[src/hdl/mlbf_pkg.sv]
`timescale 1ns / 1ps
// Shared types and constants for the MAC learning bridge forwarding unit.
// No dependencies; every other file in hdl/ refers to this package by scope.
package mlbf_pkg;

  // Default sizes, handed to the top-level parameters
  localparam int TABLE_ENTRIES_DEF = 64;
  localparam int MAX_PORTS_DEF     = 8;

  // Field widths
  localparam int OP_W    = 2;
  localparam int MAC_W   = 48;
  localparam int PORT_W  = 3;
  localparam int TIME_W  = 32;
  localparam int MASK_W  = 8;
  localparam int EXP_W   = 31;
  localparam int PCNT_W  = 4;

  // Group (multicast) bit of a MAC address
  localparam int GROUP_BIT = 40;

  // Operation codes
  localparam logic [OP_W-1:0] OP_UNICAST   = 2'd0;
  localparam logic [OP_W-1:0] OP_BROADCAST = 2'd1;
  localparam logic [OP_W-1:0] OP_LOCAL     = 2'd2;

  // Configuration register map
  localparam int CFG_IDX_W  = 2;
  localparam int CFG_DATA_W = 31;
  localparam logic [CFG_IDX_W-1:0] CFG_ENABLE = 2'd0;
  localparam logic [CFG_IDX_W-1:0] CFG_EXPIRY = 2'd1;
  localparam logic [CFG_IDX_W-1:0] CFG_PORTS  = 2'd2;

  // Configuration reset values
  localparam logic [EXP_W-1:0]  EXPIRY_RESET = 31'd300;
  localparam logic [PCNT_W-1:0] PORTS_RESET  = 4'd8;

  // Input transaction
  typedef struct packed {
    logic [OP_W-1:0]   operation;
    logic [MAC_W-1:0]  src_mac;
    logic [MAC_W-1:0]  dst_mac;
    logic [PORT_W-1:0] in_port;
    logic [TIME_W-1:0] now_time;
  } in_item_t;

  // Result transaction
  typedef struct packed {
    logic [MASK_W-1:0] egress_mask;
    logic              lookup_hit;
    logic              aged_out;
    logic              learn_dropped;
  } out_item_t;

  // One MAC table entry as stored in memory
  typedef struct packed {
    logic              valid;
    logic [MAC_W-1:0]  mac;
    logic [PORT_W-1:0] port;
    logic [TIME_W-1:0] expiry;
  } entry_t;

  // Lookup outcome handed to the egress decision
  typedef struct packed {
    logic [OP_W-1:0]   operation;
    logic [PORT_W-1:0] in_port;
    logic              found;
    logic [PORT_W-1:0] port;
    logic              aged;
    logic              dropped;
  } decide_t;

endpackage

[src/hdl/mlbf_egress.sv]
`timescale 1ns / 1ps
// Egress decision: turns a lookup outcome into the port mask and result flags.
// Depends on mlbf_pkg.
module mlbf_egress #(
  parameter int MAX_PORTS = mlbf_pkg::MAX_PORTS_DEF
) (
  input  mlbf_pkg::decide_t                dec,
  input  logic [mlbf_pkg::PCNT_W-1:0]      port_count,
  output mlbf_pkg::out_item_t              res
);

  logic [mlbf_pkg::MASK_W-1:0] all_mask;
  logic [mlbf_pkg::MASK_W-1:0] one_mask;
  logic [mlbf_pkg::MASK_W-1:0] flood_mask;
  logic                        port_ok;

  // Build the mask of attached ports
  always_comb begin
    for (int k = 0; k < mlbf_pkg::MASK_W; k++) begin
      all_mask[k] = (k < int'(port_count)) && (k < MAX_PORTS);
    end
  end

  assign port_ok = dec.found && (int'(dec.port) < int'(port_count)) &&
                   (int'(dec.port) < MAX_PORTS);
  assign one_mask   = mlbf_pkg::MASK_W'(1) << dec.port;
  assign flood_mask = all_mask & ~(mlbf_pkg::MASK_W'(1) << dec.in_port);

  // Pick single port or flood per operation
  always_comb begin
    res = '0;
    case (dec.operation)
      mlbf_pkg::OP_UNICAST, mlbf_pkg::OP_BROADCAST: begin
        if (port_ok && (dec.port != dec.in_port)) begin
          res.egress_mask = one_mask;
          res.lookup_hit  = 1'b1;
        end else begin
          res.egress_mask = flood_mask;
        end
        res.aged_out      = dec.aged;
        res.learn_dropped = dec.dropped;
      end
      mlbf_pkg::OP_LOCAL: begin
        if (port_ok) begin
          res.egress_mask = one_mask;
          res.lookup_hit  = 1'b1;
        end else begin
          res.egress_mask = all_mask;
        end
        res.aged_out = dec.aged;
      end
      default: res = '0;
    endcase
  end

endmodule

[config.mk]
export PLATFORM = sky130hd
export DESIGN_NAME = mlbf_egress
export DESIGN_NICKNAME = d
export VERILOG_FILES = /design/src/hdl/mlbf_pkg.sv /design/src/hdl/mlbf_egress.sv
export SDC_FILE = /design/constraint.sdc
export NUM_CORES = 1
export LEC_CHECK = 0
export ABC_AREA = 1
export BUFFER_PORTS_ARGS = -buffer_cell sky130_fd_sc_hd__clkbuf_2
export CORE_UTILIZATION = 40
export DETAILED_ROUTE_END_ITERATION = 12
export GPL_TIMING_DRIVEN = 0
export PLACE_DENSITY = 0.68
export SYNTH_ARGS = -nofsm -noshare
export SYNTH_HDL_FRONTEND = slang
export SYNTH_SLANG_ARGS = --single-unit
[constraint.sdc]
create_clock -name vclk -period 4.69
set_clock_uncertainty 0.2 [all_clocks]
set_input_delay 1.407 -clock vclk [all_inputs]
set_output_delay 1.407 -clock vclk [all_outputs]
set_load 0.01 [all_outputs]
==> results.md <==
* Power Dens Cells at between 100 and 150 nW/um2
* Total Nets Final at 174
* Pre-CTS setup slack at 0.312 ns
* P_int at 0.0315 mW
* Sequential power share at 0%
* Hold Vio Cnt, Final at 0
* Mapped Nets at approximately 150
* Crit end category: primary output
* Number of routed nets with antenna violations at 0
* Crit path launch type: input port
* Via density per instance at 5.45
* Final WS setup at 0.268 ns
* Mapped Avg Cell Area at 4.89 um2
* CLK BUF at 0
* Worst EP arrival at roughly 2.8 ns
* Via count at 926
* GRT overflow at 0
* Area leader, netlist: nand2_1
* Final min period at 4.42 ns
* All-layer global routing usage at 22.1%
* Clock network power share at 0%
* CP Data Required Time at 3.08 ns
* Status: finished, final reports clean
* Initial drt markers at 39
* Post-DP HPWL at about 1600 um
* Max-Cap Viols at 0
* Critical path class: in2out
* Area growth syn-to-layout at 23.6%
* Register area share after synthesis at 0%
* First-pass GRT wire length at 3200 um
* Synth Area in Compound Gates at a little over an eighth
* Dominant cells by area after synthesis: nand2_1, nand3_1, inv_1
* Seq_cells at 0
* Final Max Tran Viols at 0
* # diodes at 0
* Core area at 1380 um2
* Switch Pwr at 0.0564 mW
* Fmax at ~230 MHz
* Main combinational cell family by area after synthesis: simple AND/OR/NAND/NOR gates
* Die H at 41.7 um
* Post-synthesis simple-gate area fraction at 68.5%
* Fillers at 154
* FF/Latch Area at 0 um2
* Gpl congestion at 0.887
* Switching Share at 64.2%
* CP max FO at 10
* Warnings, synthesis at 0
* Post-synthesis adder-cell area fraction at 3.97%
* Share of layout cells above drive strength 1 at 24.5%
* Endpoints failing setup at 0
* Synth unique cells at 19
* Slew HR at ~75%
* Post-CTS sizing at 0
* Std-Cell Rows at 13
* Post-CTS Setup Repair Bufs at 0
* Slew @ Worst Pin at about 0.37 ns
* Vias in the first global route at around 720
* Wire per inst at 11.2 um
* Initial antenna violation count at 0
* Die Area at 1740 um2
* Io pins at 26
* Post-Route WL at 1910 um
* Syn Std Cell Area at between 600 and 700 um2
* Drt first pass iters at 4
* Top cell type's share of synthesized area at ~29%
* Initial core utilization at 45.6%
* Period utilization at 94.3%
* Pleak at between 0.4 and 0.5 nW
* Xor/xnor share of the synthesized area at 1.39%
* Mux contribution to synthesized area at 0%
* Peak supply drop at around 0.048 mV
* Die W at 41.7 um
* Post-Syn Instances at 129
* Hold-fix buffers, CTS at 0
* Port Buffer Count at 26
* RSZ-0062 raised after global routing: no
* HP Class: in2out
* Largest net degree at the start of global routing at 11
* Drc violations at 0
* Comb power frac at 100.0%
* Setup TNS at 0 ns
cells in the mapped netlist, types with 2 or more instances:
master   count
nand2_1     49
nand3_1     24
inv_1       15
o21ai_0     11
nand4_1      8
inv_2        3
nor2_1       3
ha_1         2
nand2_2      2
nand2_4      2
nand3_2      2
power groups by stage:
stage	sequential [mW]	combinational, mW	clock [mW]
after detailed placement	0	0.0873	0
after floorplan	0	0.0572	0
after CTS	0	0.0875	0
final	0	0.0879	0
after global routing	0	0.0984	0
after global placement	0	0.0863	0
area by class of cell:
type / count / area, um2 / share of cell area, %
inverter: 20 / 80.1 / 10.3
timing repair buffer: 26 / 130 / 16.7
tap: 15 / 18.8 / 2.41
multi-input combinational: 109 / 551 / 70.6
path summary, 6_finish.rpt:
kind               start     end  slack [ns]  depth (start not counted)
setup / recovery  dec[4]  res[7]        0.27                          8
hold / removal    dec[0]  res[0]        2.88                          4
metal layers:
metal  vias up  GRT usage [%]  wire (um)  share of wire, %
met4         0              0          0                 0
met3         0           1.30        151               7.9
met5         -              0          0                 0
met1       400           34.5        866                45
met2        43           35.0        894                47
li1        483              -          -                 -
cells in the final DEF, fill, tap and decap left out, types with 2 or more instances in the layout:
cell / synthesis / layout
o21ai_0: 11 / 11
nand3_2: 2 / 2
nand2_1: 49 / 49
clkbuf_2: 0 / 26
ha_1: 2 / 2
inv_2: 3 / 3
nor2_1: 3 / 3
nand3_1: 24 / 24
nand4_1: 8 / 8
inv_1: 15 / 15
nand2_4: 2 / 2
nand2_2: 2 / 2
cells by family (layout without fill, tap and decap cells):
logic type      count (synthesis)  in the layout
xor+xnor                        1              1
compound gates                 14             14
simple gates                   92             92
fa+ha+maj                       2              2
buf+inv                        20             46
critical path, cell delays in order:
cell and delay (ns):
clkbuf_2 0.14, ha_1 0.26, a21oi_4 0.34, nand3_2 0.25, nand2_1 0.13, nand3_1 0.08, nand2_1 0.08, clkbuf_2 0.13
through the flow:
stage	cell area [um2]	total power, mW	instances	utilization (%)	hold slack (ns)
2_1_floorplan	631	0.0572	129	-	2.66
3_3_place_gp	779	0.0863	170	56.4	2.87
3_5_place_dp	779	0.0873	170	56.4	2.88
4_1_cts	779	0.0875	170	56.4	2.88
5_1_grt	779	0.0984	170	56.4	2.90
6_report	779	0.0879	170	56.4	2.88
Note: power is estimated with default switching activity, not from simulation.
